File: src/rtl/smj_pkg.sv
// shared types and codes of the sort merge join core
package smj_pkg;

  localparam int TABLE_DEPTH_DEF = 1024;
  localparam int KEY_W = 64;
  localparam int ROW_W = 32;
  localparam int ST_W  = 3;

  // operation codes
  localparam logic [1:0] OP_LOAD_L = 2'd0;
  localparam logic [1:0] OP_LOAD_R = 2'd1;
  localparam logic [1:0] OP_FETCH  = 2'd2;
  localparam logic [1:0] OP_CLEAR  = 2'd3;

  // status codes
  localparam logic [ST_W-1:0] ST_ACCEPTED = 3'd0;
  localparam logic [ST_W-1:0] ST_PAIR     = 3'd1;
  localparam logic [ST_W-1:0] ST_DONE     = 3'd2;
  localparam logic [ST_W-1:0] ST_FULL     = 3'd3;
  localparam logic [ST_W-1:0] ST_ORDER    = 3'd4;

  typedef struct packed {
    logic [KEY_W-1:0] key;
    logic [ROW_W-1:0] row;
  } entry_t;

  typedef struct packed {
    logic eq;
    logic lt;
  } cmp_res_t;

endpackage

File: src/rtl/smj_cmp.sv
// shared 64 bit key comparator
module smj_cmp
  import smj_pkg::*;
(
  input  logic [KEY_W-1:0] a,
  input  logic [KEY_W-1:0] b,
  output cmp_res_t         res
);

  assign res.eq = (a == b);
  assign res.lt = (a < b);

endmodule

File: config.mk
export PLATFORM = sky130hd
export DESIGN_NAME = smj_cmp
export DESIGN_NICKNAME = d
export VERILOG_FILES = /design/src/rtl/smj_pkg.sv /design/src/rtl/smj_cmp.sv
export SDC_FILE = /design/constraint.sdc
export NUM_CORES = 1
export LEC_CHECK = 0
export ABC_AREA = 1
export BUFFER_PORTS_ARGS = -buffer_cell sky130_fd_sc_hd__buf_2
export CORE_MARGIN = 5
export CORE_UTILIZATION = 39
export DETAILED_ROUTE_END_ITERATION = 6
export GPL_TIMING_DRIVEN = 1
export PLACE_DENSITY = 0.83
export SLEW_MARGIN = 0
export SYNTH_ARGS = -nofsm -noshare
export SYNTH_HDL_FRONTEND = slang
export SYNTH_SLANG_ARGS = --single-unit
File: constraint.sdc
create_clock -name vclk -period 1.1
set_input_delay 0.11 -clock vclk [all_inputs]
set_output_delay 0.11 -clock vclk [all_outputs]
set_load 0.005 [all_outputs]
==> reports/metrics.yaml <==
critical_path:
  endpoint_kind: "output pin"
  cp-start-kind: "primary input"
  critPathLaunch: "a[61]"
  worst-path-max-fanout: 2
  critPathKind: "in2out"
  critPathArrivalTime_ns: 1.34
  cp.required_ns: 0.99
sta:
  rsz0062_at_grt: "true"
  finalCritPeriodShare_pct: 131.5
  timing.hold.ws_ns: 0.7911
  worst_slack_ns: -0.3460
  period_needed_ns: 1.446
  hold_violations: 0
  max_freq_mhz: 691.6
  drv_slew: 0
  worst_pin_slew_ns: 0.2585
  setup_violations: 2
  slew_headroom_pct: 82.64
place:
  gp_congestion: 0.7543
  hpwl_um: 4708
  placed_area_um2: 2756
  port_buffers: 130
grt:
  grt_max_degree: 4
  grt_pass1_wl_um: 9252
  grt_pass1_vias: 2315
  overflow: 0
  antenna_found_initial: 0
  grt.total_usage_pct: 17.94
routing:
  drt_iter0_markers: 30
  drt-total-wl_um: 5764
  route.detailed.drc: 0
  drtPass1Iterations: 4
  wl_per_cell_um: 12.40
  ant_nets: 0
  vias_per_cell: 4.712
  dr_total_vias: 2191
synthesis:
  synth_top_area_cell: "ha_1"
  synth-simple-area-share_pct: 24.93
  synth_area_um2: 1722
  ys_types: 17
  synth_area_leaders: "ha_1 47%, inv_1 17%, nand2_1 14%"
  ys_seq_area_share_pct: 0
  syn_area_per_cell_um2: 6.193
  synth_mux_area_share_pct: 0
  synth_fa_ha_area_share_pct: 46.51
  synth_top_area_share_pct: 46.51
  netlist_instances: 278
  synth_compound_area_share_pct: 11.77
  synth_fp_nets: 470
  synth_xor_area_share_pct: 0
  yosys_warnings: 0
  synth_top_family_by_area: "adder cells"
floorplan:
  start_util_pct: 39.81
  core_area_um2: 4324
  io_pins: 130
  rows: 24
  die_y_um: 76.44
  dieArea_um2: 5843
  die_w_um: 76.44
cells_and_area:
  regArea_um2: 0
  diodes: 0
  postLayoutCellArea_um2: 3092
  nets: 607
  seq_cell_count: 0
  multi_input_area_um2: 1944
  area_delta_synth_final_pct: 79.58
  num-clock-buffers: 0
  n_fill_cell: 352
  drive_gt1_share_pct: 54.96
power:
  power.density_nw_per_um2: 363.1
  p_leak_uw: 0.001760
  ir_worst_vdd_v: 0.0001758
  power_uw: 1123
min_path:
  worstHoldStart: "a[63]"
  hp-class: "in2out"
run:
  cap_violations: 0
run_status:
  status: "complete, but fails checks"
  violations: "setup timing"
## per-layer routing
metal  routed length (µm)  track usage [%]
met5                    0                0
met4                   68            2.098
met3                  280            1.300
met2                 3309            38.70
met1                 2104            18.53
## cell families after synthesis
| family | after synthesis |
|---|---|
| adders and majority gates | 64 |
| and+or+nand+nor | 99 |
| buffers and inverters | 77 |
| AOI/OAI and AO/OA | 38 |
## synthesized netlist by cell type
master / number
a21o_1: 1
nor2_1: 17
o21a_1: 2
nor3_2: 1
nand3_1: 4
a21oi_1: 28
inv_1: 77
o21ai_0: 1
nand4_1: 4
o21ai_1: 4
nor4_2: 1
nor4_4: 1
nand2_2: 2
o21bai_1: 2
ha_1: 64
nand2_1: 65
nor3_1: 4
## report_power, final
group | total [µW] | switching [µW] | internal, µW
Clock | 0 | 0 | 0
Combinational | 1120 | 537 | 585
Sequential | 0 | 0 | 0
## placed cells by master, fill, tap and decap left out
cell type | synthesis | final
inv_2 | 0 | 21
inv_12 | 0 | 1
inv_6 | 0 | 2
nor2_2 | 0 | 2
buf_6 | 0 | 10
nand4_1 | 4 | 4
nand2_4 | 0 | 4
nor2_1 | 17 | 13
nor4_4 | 1 | 2
o21bai_1 | 2 | 2
nand2_1 | 65 | 52
nand2_2 | 2 | 11
inv_1 | 77 | 50
a21o_1 | 1 | 1
o21ai_1 | 4 | 4
nand3_1 | 4 | 2
nor2_4 | 0 | 2
o21a_1 | 2 | 2
buf_2 | 0 | 118
a21oi_1 | 28 | 20
buf_8 | 0 | 1
nor3_1 | 4 | 1
buf_4 | 0 | 6
inv_4 | 0 | 3
ha_1 | 64 | 34
a21oi_2 | 0 | 8
o21ai_0 | 1 | 1
nor3_2 | 1 | 4
nand3_2 | 0 | 2
ha_4 | 0 | 30
## layout make-up
class	count	share of cell area, %
Inverter	77	10.32
Multi-Input combinational cell	201	62.89
Tap cell	52	2.104
Timing Repair Buffer	135	24.69
## path summary, 6_finish.rpt
kind / end / slack (ns) / cells past startpoint
setup / recovery: res[0] / -0.35 / 10
hold / removal: res[0] / 0.79 / 8
## what timing repair did
action | in CTS | in global routing
hold buffers | 0 | 0
pin swaps | 17 | 18
endpoints found under the setup margin | 2 | 2
resized for setup | 29 | 33
setup buffers | 1 | 1
## worst max-delay path: stages
cell	delay (ns)
buf_6	0.10
ha_4	0.25
a21oi_2	0.13
nor2_1	0.06
nor3_1	0.17
nand2_1	0.08
a21oi_2	0.14
nand2_2	0.07
a21oi_2	0.09
buf_2	0.13
## stage by stage
step           setup TNS (ns)  util [%]  cells  setup WS (ns)
2_1_floorplan        -0.05284         -    278       -0.03127
5_1_grt               -0.8884     71.50    465        -0.4683
6_report              -0.6629     71.50    465        -0.3460
3_3_place_gp          -0.7646     63.74    463        -0.3908
4_1_cts               -0.6375     67.80    464        -0.3269
3_5_place_dp          -0.8542     63.74    463        -0.4564
No activity file was read; power rests on OpenSTA's default activity.
