==> src/rtl/smj_pkg.sv <==
// shared types and codes of the sort merge join core
package smj_pkg;

  localparam int TABLE_DEPTH_DEF = 1024;
  localparam int KEY_W = 64;
  localparam int ROW_W = 32;
  localparam int ST_W  = 3;

  // operation codes
  localparam logic [1:0] OP_LOAD_L = 2'd0;
  localparam logic [1:0] OP_LOAD_R = 2'd1;
  localparam logic [1:0] OP_FETCH  = 2'd2;
  localparam logic [1:0] OP_CLEAR  = 2'd3;

  // status codes
  localparam logic [ST_W-1:0] ST_ACCEPTED = 3'd0;
  localparam logic [ST_W-1:0] ST_PAIR     = 3'd1;
  localparam logic [ST_W-1:0] ST_DONE     = 3'd2;
  localparam logic [ST_W-1:0] ST_FULL     = 3'd3;
  localparam logic [ST_W-1:0] ST_ORDER    = 3'd4;

  typedef struct packed {
    logic [KEY_W-1:0] key;
    logic [ROW_W-1:0] row;
  } entry_t;

  typedef struct packed {
    logic eq;
    logic lt;
  } cmp_res_t;

endpackage

==> src/rtl/smj_ctrl.sv <==
// sequencer: loads, group scans, merge steps and pair output
module smj_ctrl
  import smj_pkg::*;
#(
  parameter int TABLE_DEPTH = TABLE_DEPTH_DEF
) (
  input  logic                           clk,
  input  logic                           rst,
  input  logic                           in_valid,
  output logic                           in_stall,
  input  logic [1:0]                     operation,
  input  logic [KEY_W-1:0]               key,
  input  logic [ROW_W-1:0]               row_id,
  output logic                           out_valid,
  input  logic                           out_stall,
  output logic [ROW_W-1:0]               left_row,
  output logic [ROW_W-1:0]               right_row,
  output logic [ST_W-1:0]                status,
  output logic                           we_l,
  output logic                           we_r,
  output logic [$clog2(TABLE_DEPTH)-1:0] waddr,
  output entry_t                         wdata,
  output logic [$clog2(TABLE_DEPTH)-1:0] raddr_l,
  output logic [$clog2(TABLE_DEPTH)-1:0] raddr_r,
  input  entry_t                         rdata_l,
  input  entry_t                         rdata_r,
  output logic [KEY_W-1:0]               cmp_a,
  output logic [KEY_W-1:0]               cmp_b,
  input  cmp_res_t                       cmp_res
);

  localparam int AW = $clog2(TABLE_DEPTH);
  localparam int CW = AW + 1;
  localparam logic [CW-1:0] FULL_CNT = CW'(TABLE_DEPTH);
  localparam logic [CW-1:0] ONE = CW'(1);

  typedef enum logic [3:0] {
    S_IDLE, S_PAIR, S_FIND, S_KEYS, S_SCAN_L, S_CHK_L,
    S_SCAN_R, S_CHK_R, S_MATCH, S_PUT
  } state_t;

  state_t state;

  logic [CW-1:0] lc, rc, lgs, lge, rgs, rge, lcur, rcur;
  logic          in_prod;
  logic [KEY_W-1:0] lk, rk, last_lkey, last_rkey;
  logic [ROW_W-1:0] res_left, res_right;
  logic [ST_W-1:0]  res_status;

  logic             accept, is_load, side_r, slot_free;
  logic [CW-1:0]    cnt_sel;
  logic             full, order_bad, load_ok;
  logic             pair_ok, groups_left;
  logic             fin;
  logic             out_load;
  logic [ROW_W-1:0] fin_left, fin_right;
  logic [ST_W-1:0]  fin_status;
  logic [CW-1:0]    rcur_next, lcur_next;

  assign in_stall  = (state != S_IDLE);
  assign accept    = in_valid && (state == S_IDLE);
  assign slot_free = !out_valid || !out_stall;
  assign out_load  = (fin || (state == S_PUT)) && slot_free;
  assign is_load   = (operation == OP_LOAD_L) || (operation == OP_LOAD_R);
  assign side_r    = (operation == OP_LOAD_R);
  assign cnt_sel   = side_r ? rc : lc;
  assign full      = (cnt_sel >= FULL_CNT);
  assign order_bad = (cnt_sel != '0) && cmp_res.lt;
  assign load_ok   = accept && is_load && !full && !order_bad;

  assign we_l  = load_ok && !side_r;
  assign we_r  = load_ok && side_r;
  assign waddr = cnt_sel[AW-1:0];
  assign wdata = '{key: key, row: row_id};

  assign pair_ok     = in_prod && (lcur < lc) && (rcur < rc);
  assign groups_left = (lgs < lc) && (rgs < rc);
  assign rcur_next   = rcur + ONE;
  assign lcur_next   = lcur + ONE;

  // read addresses and comparator operands by step
  always_comb begin
    raddr_l = lcur[AW-1:0];
    raddr_r = rcur[AW-1:0];
    cmp_a   = lk;
    cmp_b   = rk;
    unique case (state)
      S_IDLE: begin
        cmp_a = key;
        cmp_b = side_r ? last_rkey : last_lkey;
      end
      S_FIND, S_MATCH: begin
        raddr_l = lgs[AW-1:0];
        raddr_r = rgs[AW-1:0];
      end
      S_SCAN_L: raddr_l = lge[AW-1:0];
      S_SCAN_R: raddr_r = rge[AW-1:0];
      S_CHK_L: begin
        cmp_a = rdata_l.key;
        cmp_b = lk;
      end
      S_CHK_R: begin
        cmp_a = rdata_r.key;
        cmp_b = rk;
      end
      default: begin
      end
    endcase
  end

  // result of the current item, when this step ends it
  always_comb begin
    fin        = 1'b0;
    fin_left   = '0;
    fin_right  = '0;
    fin_status = ST_DONE;
    unique case (state)
      S_IDLE: begin
        if (accept && is_load) begin
          fin        = 1'b1;
          fin_status = full ? ST_FULL : (order_bad ? ST_ORDER : ST_ACCEPTED);
        end else if (accept && operation == OP_CLEAR) begin
          fin        = 1'b1;
          fin_status = ST_ACCEPTED;
        end
      end
      S_PAIR: begin
        fin = 1'b1;
        if (pair_ok) begin
          fin_left   = rdata_l.row;
          fin_right  = rdata_r.row;
          fin_status = ST_PAIR;
        end
      end
      S_FIND: fin = !groups_left;
      default: begin
      end
    endcase
  end

  always_ff @(posedge clk) begin
    if (rst) begin
      state     <= S_IDLE;
      out_valid <= 1'b0;
      lc        <= '0;
      rc        <= '0;
      lgs       <= '0;
      lge       <= '0;
      rgs       <= '0;
      rge       <= '0;
      lcur      <= '0;
      rcur      <= '0;
      in_prod   <= 1'b0;
    end else begin
      // output register: loaded with a new word or emptied once taken
      if (out_load) begin
        out_valid <= 1'b1;
      end else if (!out_stall) begin
        out_valid <= 1'b0;
      end
      if (fin) begin
        if (slot_free) begin
          left_row  <= fin_left;
          right_row <= fin_right;
          status    <= fin_status;
          state     <= S_IDLE;
        end else begin
          res_left   <= fin_left;
          res_right  <= fin_right;
          res_status <= fin_status;
          state      <= S_PUT;
        end
      end
      unique case (state)
        S_IDLE: begin
          if (accept) begin
            if (operation == OP_FETCH) begin
              state <= in_prod ? S_PAIR : S_FIND;
            end else begin
              lgs     <= '0;
              lge     <= '0;
              rgs     <= '0;
              rge     <= '0;
              lcur    <= '0;
              rcur    <= '0;
              in_prod <= 1'b0;
              if (operation == OP_CLEAR) begin
                lc <= '0;
                rc <= '0;
              end
            end
            if (we_l) begin
              lc        <= lc + ONE;
              last_lkey <= key;
            end
            if (we_r) begin
              rc        <= rc + ONE;
              last_rkey <= key;
            end
          end
        end
        S_PAIR: begin
          if (pair_ok) begin
            // right side runs fastest, left advances at the group end
            if (rcur_next >= rge) begin
              rcur <= rgs;
              if (lcur_next >= lge) begin
                in_prod <= 1'b0;
                lgs     <= lge;
                rgs     <= rge;
              end else begin
                lcur <= lcur_next;
              end
            end else begin
              rcur <= rcur_next;
            end
          end else begin
            in_prod <= 1'b0;
          end
        end
        S_FIND: begin
          if (groups_left) begin
            state <= S_KEYS;
          end
        end
        S_KEYS: begin
          lk    <= rdata_l.key;
          rk    <= rdata_r.key;
          lge   <= lgs + ONE;
          rge   <= rgs + ONE;
          state <= S_SCAN_L;
        end
        S_SCAN_L: state <= (lge < lc) ? S_CHK_L : S_SCAN_R;
        S_CHK_L: begin
          if (cmp_res.eq) begin
            lge   <= lge + ONE;
            state <= S_SCAN_L;
          end else begin
            state <= S_SCAN_R;
          end
        end
        S_SCAN_R: state <= (rge < rc) ? S_CHK_R : S_MATCH;
        S_CHK_R: begin
          if (cmp_res.eq) begin
            rge   <= rge + ONE;
            state <= S_SCAN_R;
          end else begin
            state <= S_MATCH;
          end
        end
        S_MATCH: begin
          if (cmp_res.eq) begin
            lcur    <= lgs;
            rcur    <= rgs;
            in_prod <= 1'b1;
            state   <= S_PAIR;
          end else if (cmp_res.lt) begin
            lgs   <= lge;
            state <= S_FIND;
          end else begin
            rgs   <= rge;
            state <= S_FIND;
          end
        end
        S_PUT: begin
          if (slot_free) begin
            left_row  <= res_left;
            right_row <= res_right;
            status    <= res_status;
            state     <= S_IDLE;
          end
        end
        default: state <= S_IDLE;
      endcase
    end
  end

endmodule

==> config.mk <==
export PLATFORM = sky130hd
export DESIGN_NAME = smj_ctrl
export DESIGN_NICKNAME = d
export VERILOG_FILES = /design/src/rtl/smj_pkg.sv /design/src/rtl/smj_ctrl.sv
export SDC_FILE = /design/constraint.sdc
export NUM_CORES = 1
export LEC_CHECK = 0
export BUFFER_PORTS_ARGS = -buffer_cell sky130_fd_sc_hd__buf_2
export CORE_AREA = 2 2 241 243
export CTS_BUF_LIST = sky130_fd_sc_hd__clkbuf_2
export DETAILED_ROUTE_END_ITERATION = 6
export DIE_AREA = 0 0 243 245
export PLACE_DENSITY_LB_ADDON = 0.2
export SLEW_MARGIN = 20
export SYNTH_ARGS = -nofsm -noshare
export SYNTH_HDL_FRONTEND = slang
export SYNTH_SLANG_ARGS = --single-unit
==> constraint.sdc <==
create_clock -name clk -period 16.8 [get_ports clk]
set_input_delay 1.68 -clock clk [delete_from_list [all_inputs] [get_ports clk]]
set_output_delay 1.68 -clock clk [all_outputs]
set_load 0.05 [all_outputs]
==> results.py, run 1 <==
metrics = {
    "run_status": {
        "status": "completed",
    },
    "synth": {
        "syn_avg_cell_area_um2": 11.1,
        "synthCells": 2256,
        "synth-async-reset-ratio_pct": 0,
        "synth-seq-area-share_pct": 54.4,
        "synth_edf_count": 390,
        "synth_xor_area_share_pct": 1.65,
        "synth-simple-area-share_pct": 12.7,
        "synth_seq_cells": 484,
        "muxShareOfSynthArea_pct": 3.02,
        "synth_compound_area_share_pct": 17.5,
        "synthAdderAreaFrac_pct": 4.41,
        "synth.distinct_cells": 79,
        "mappedNetlistArea_um2": 25000,
        "synth-main-ff-cell": "edfxtp_1",
        "synth_top_family_by_area": "compound AO/OA/AOI/OAI gates",
        "syn_nets": 2640,
        "ys_warn_count": 0,
    },
    "worst_setup_path": {
        "startpoint": "state[1]",
        "critical_path_class": "reg -> out",
        "rr_worst_depth": 14,
        "cp-start-kind": "register",
        "cp.required_ns": 15.12,
        "endpoint_kind": "output pin",
        "regToRegStartpoint": "rcur[0]",
        "cp_max_fo": 66,
        "arrival_ns": 5.42,
        "cp_slowest_cell": "clkinv_2",
        "path_cells": "nor4_4, buf_4, clkinv_2, o21ai_0, buf_2",
        "crit_path_max_incr_delay_ns": 1.05,
    },
    "cts": {
        "numCtsBuffers": 135,
        "clk_latency_ns": 1.32,
        "cts_setup_buffers": 0,
        "root_buffer": "clkbuf_2",
        "cts_tree": "built",
        "cts_max_path_buffers": 3,
        "clkTransAtPathRegs_ns": 0.11,
        "cts_resized": 0,
        "clkSinkCount": 484,
        "cts_max_level": 4,
        "postCtsHoldBufs": 0,
    },
    "power_and_ir_drop": {
        "intPower_uw": 1840,
        "p_leak_uw": 0.0115,
        "seqPwrFrac_pct": 47.5,
        "p_comb_share_pct": 21.0,
        "p_per_area_nw_per_um2": 97.9,
        "swShare_pct": 35.4,
        "power_switching_uw": 1000,
        "clkPwrFrac_pct": 31.4,
        "vdd_drop_max_mv": 0.0586,
    },
    "placed_design": {
        "port_buffers": 556,
        "hpwlAfterDp_um": 58200,
        "place_area_um2": 27700,
        "dp.cells": 3356,
        "dpl_worst_slack_ns": 11.02,
        "routabilityCongestion": 0.959,
    },
    "cells_and_area": {
        "postLayoutCoreUtil_pct": 50.8,
        "final_area_um2": 29000,
        "final_cell_mix": "556 x buf_2, 390 x edfxtp_1, 192 x nand2_1, 180 x clkbuf_2, 148 x a22oi_1",
        "fin_nets": 3112,
        "fin_cells": 3609,
        "area_growth_syn_to_layout_pct": 16.1,
        "drive_above_1_share_pct": 29.1,
        "final_common_cell": "buf_2",
    },
    "detailed_routing": {
        "viasPerCell": 5.86,
        "wl_per_cell_um": 23.6,
        "final_antenna_net_count": 0,
        "finalWirelength_um": 85000,
        "drt_iter0_markers": 2031,
        "drt_first_pass_iters": 7,
        "drcViolationCount": 0,
        "dr_total_vias": 21100,
    },
    "die": {
        "start_util_pct": 43.8,
        "die_y_um": 245,
        "die_x_um": 243,
        "coreArea_um2": 57000,
        "dieArea_um2": 59500,
        "io-pin-count": 621,
        "fp-row-count": 88,
    },
    "sta": {
        "worst_slew_pin_slew_ns": 1.16,
        "slew_headroom_pct": 22.4,
        "hold_viol": 0,
        "fmax_mhz": 141,
        "finalWorstSetupSlack_ns": 9.70,
        "setup_viol": 0,
        "final.period_utilization_pct": 42.3,
        "min_period_ns": 7.10,
        "rsz0062_at_grt": "false",
        "slew_viol_final": 0,
        "fin_setup_tns_ns": 0,
        "fin_skew_ns": 0.117,
    },
    "grt": {
        "track_usage_pct": 27.7,
        "grt_max_degree": 133,
        "grt_overflow_total": 0,
        "grt_pass1_wl_um": 126000,
        "antenna_found_initial": 24,
        "grt_pass1_vias": 20600,
    },
    "hold_path": {
        "hp-class": "reg -> reg",
        "min_from": "res_right[20]",
        "hold_depth": 1,
    },
    "flow_run": {
        "cap_violations": 0,
    },
}
## state kept, by name (all words and copies together) (netlist names)
signal / cells
left_row: 32
lgs: 11
last_lkey: 64
rgs: 11
out_valid: 1
status: 3
lcur: 11
lc: 11
rc: 11
rk: 64
lk: 64
in_prod: 1
rge: 11
lge: 11
res_right: 32
res_status: 3
last_rkey: 64
rcur: 11
res_left: 32
right_row: 32
state: 4
## stage by stage
stage          total power, uW  hold WS, ns
6_report                  2840        0.475
3_3_place_gp              1960        0.487
5_1_grt                   2970        0.390
3_5_place_dp              1970        0.493
2_1_floorplan             1810        0.461
4_1_cts                   2870        0.345
## layout make-up
class	count	area, um2
repair buffers	586	3010
fillers	5369	28000
multi-input cells	1461	9900
well taps	765	957
clock buffers	180	901
flip-flops and latches	484	13600
diodes	17	42.5
inverters	60	226
clock inverters	56	363
## worst paths after layout
kind                   end  slack (ns)
min reg2reg  right_row[20]        0.47
max               cmp_b[4]        9.70
max reg2reg         lgs[5]       12.48
min          right_row[20]        0.47
## power by group through the flow
stage | clock network, uW | registers, uW | logic (uW)
after floorplan | 0 | 1430 | 388
after global placement | 0 | 1380 | 588
after detailed placement | 0 | 1380 | 595
after CTS | 923 | 1350 | 597
after global routing | 988 | 1350 | 628
final | 892 | 1350 | 597
## synthesized netlist by cell type (6+ instances only)
cell type	n	area, um2
mux2i_1	73	731
a21o_1	7	52.6
ha_1	88	1100
a222oi_1	14	140
nor2b_1	11	68.8
a31oi_1	62	388
nor2_1	138	518
clkbuf_1	117	439
o21ai_1	6	30.0
o22ai_1	9	56.3
dfxtp_1	94	1880
a22o_1	22	193
edfxtp_1	390	11700
nor4_1	13	81.3
inv_1	57	214
nand2b_1	12	75.1
xnor2_1	32	280
and4_1	6	52.6
o21ai_0	123	616
nand3_1	42	210
a211oi_1	9	67.6
buf_4	100	751
buf_2	19	95.1
nand2_1	193	724
nor3_1	35	175
and3_1	74	463
nand4_1	16	100
a21oi_1	72	360
xor2_1	15	131
buf_1	15	56.3
o211ai_1	6	45.0
a221o_1	76	761
a22oi_1	148	1110
a221oi_1	9	78.8
and2_1	72	450
## per-layer routing
metal | GRT usage [%] | part of all wire [%] | up-vias
li1 | - | - | 9553
met4 | 14.2 | 4.4 | 14
met1 | 34.7 | 38 | 10200
met3 | 7.88 | 9.6 | 207
met5 | 0 | 0.11 | -
met2 | 43.8 | 48 | 1206
## cell families (layout without fill, tap and decap cells)
group,count (synthesis),count (layout)
flops,484,484
compound gates,611,611
simple gates,640,640
buf+inv,311,882
fa+ha+maj,88,88
other cells,0,17
mux,75,75
xor+xnor,47,47
## worst max-delay path: cells and delay by family (launching register included)
kind	cells	cell delay, ns
buffers and inverters	3	2.23
AOI/OAI and AO/OA	1	0.69
DFF	1	0.49
and+or+nand+nor	1	0.71
(Power assumes the default switching activity.)
==> run 2: changes to the inputs <==
clock period = 7.2 ns   (was 16.8 ns; I/O delays follow)
==> results.py, run 2 (synthesis results as in run 1) <==
metrics = {
    "run_status": {
        "status": "complete, but fails checks",
        "violations": "DRC",
    },
    "detailed_routing": {
        "drt_first_pass_iters": 7,
        "drt_iter0_markers": 2339,
        "dr_total_vias": 22600,
        "drcViolationCount": 13,
        "wl_per_cell_um": 22.8,
        "final_antenna_net_count": 0,
        "viasPerCell": 5.82,
        "finalWirelength_um": 88500,
    },
    "cells_and_area": {
        "fin_nets": 3387,
        "fillCellCount": 5126,
        "final_cell_mix": "556 x buf_2, 390 x edfxtp_1, 274 x dlygate4sd3_1, 210 x clkbuf_2, 192 x nand2_1",
        "final_common_cell": "buf_2",
        "area_growth_syn_to_layout_pct": 27.2,
        "drive_above_1_share_pct": 27.2,
    },
    "grt": {
        "grt_max_degree": 132,
        "grt_pass1_vias": 21900,
        "grt_pass1_wl_um": 132000,
        "track_usage_pct": 28.7,
        "antenna_found_initial": 8,
        "grt_overflow_total": 0,
    },
    "worst_setup_path": {
        "arrival_ns": 4.82,
        "critical_path_class": "reg -> out",
        "endpoint_kind": "output pin",
        "cp-start-kind": "register",
        "reg2reg_slack_ns": 3.13,
        "cp.required_ns": 6.48,
        "cp_max_fo": 59,
    },
    "die": {
        "die_x_um": 243,
        "io-pin-count": 621,
        "start_util_pct": 43.8,
        "coreArea_um2": 57000,
        "die_y_um": 245,
        "dieArea_um2": 59500,
        "fp-row-count": 88,
    },
    "sta": {
        "rsz0062_at_grt": "false",
        "hold_viol": 0,
        "hold_ws_ns": 0.198,
        "finalWorstSetupSlack_ns": 1.66,
        "worst_slew_pin_slew_ns": 1.13,
        "slew_viol_final": 0,
        "slew_headroom_pct": 24.9,
        "final.period_utilization_pct": 77.0,
        "fin_setup_tns_ns": 0,
        "fmax_mhz": 180,
        "fin_skew_ns": 0.120,
        "min_period_ns": 5.54,
        "setup_viol": 0,
    },
    "cts": {
        "cts_setup_buffers": 0,
        "clkSinkCount": 484,
        "clk_latency_ns": 1.26,
        "cts_max_level": 4,
        "cts_max_path_buffers": 3,
        "root_buffer": "clkbuf_2",
        "numCtsBuffers": 136,
        "cts_tree": "built",
        "clkTransAtPathRegs_ns": 0.11,
    },
    "flow_run": {
        "cap_violations": 0,
    },
    "hold_path": {
        "hp-class": "in -> reg",
    },
    "placed_design": {
        "dpl_worst_slack_ns": 2.76,
        "port_buffers": 556,
        "routabilityCongestion": 0.935,
        "hpwlAfterDp_um": 58600,
    },
    "power_and_ir_drop": {
        "p_per_area_nw_per_um2": 214,
        "p_leak_uw": 0.0127,
        "vdd_drop_max_mv": 0.187,
    },
}
==> run 2: cell types whose count changed in the layout (fill, tap and decap cells not counted), moves of 2 or more <==
| cell | before | now |
|---|---|---|
| inv_2 | 6 | 8 |
| clkinv_1 | 33 | 21 |
| bufinv_16 | 4 | 2 |
| clkinv_2 | 9 | 2 |
| dlygate4sd3_1 | 0 | 274 |
| clkbuf_2 | 180 | 210 |
| buf_12 | 0 | 2 |
| diode_2 | 17 | 6 |
==> run 2: stage by stage <==
step,utilization (%),total power [uW],instances,area (um2)
after floorplan,-,4230,2256,25000
after global placement,48.6,4600,3355,27700
after detailed placement,48.6,4610,3355,27700
after CTS,55.6,6830,3876,31700
after global routing,55.7,7080,3882,31700
final,55.7,6790,3883,31800
==> run 2: what timing repair did <==
action / 4_1_cts / 5_1_grt
hold endpoints to repair: 407 / 0
hold buffers: 274 / 0
resized for setup: 0 / 0
==> run 2: critical path, cell delays in order, from the launching register on <==
cell and delay, ns:
dfxtp_1 0.72, nand4b_1 0.87, nand2_4 0.79, buf_4 0.61, nor2_1 0.12, a31oi_1 0.23, buf_2 0.31
==> run 2: path summary, 6_finish.rpt <==
kind,start,endpoint,depth (start not counted)
min reg2reg,lge[10],lge[10],2
min,rdata_l[38],lk[6],2
max reg2reg,rcur[0],lgs[1],14
max,state[2],cmp_a[4],6
==> run 2: area by class of cell <==
type | instances | area [um2] | area share (%)
Antenna cell | 6 | 15.0 | 0.0473
Clock buffer | 210 | 1050 | 3.31
Clock inverter | 37 | 231 | 0.729
Inverter | 60 | 225 | 0.709
Multi-Input combinational cell | 1461 | 9900 | 31.2
Sequential cell | 484 | 13600 | 42.8
Tap cell | 765 | 957 | 3.01
Timing Repair Buffer | 860 | 5780 | 18.2
==> run 2: power breakdown <==
part | leakage (uW) | total (uW) | switching [uW] | internal [uW]
Sequential | 0.00451 | 3150 | 53.9 | 3090
Clock | 0.000985 | 2100 | 1240 | 856
Combinational | 0.00726 | 1540 | 1100 | 445
Total | 0.0127 | 6790 | 2390 | 4390
==> run 2: metal layers <==
metal | track usage (%) | wire [um]
met5 | 0 | 27
met4 | 15.7 | 4400
met3 | 7.07 | 7760
met2 | 45.1 | 41500
met1 | 36.7 | 34800
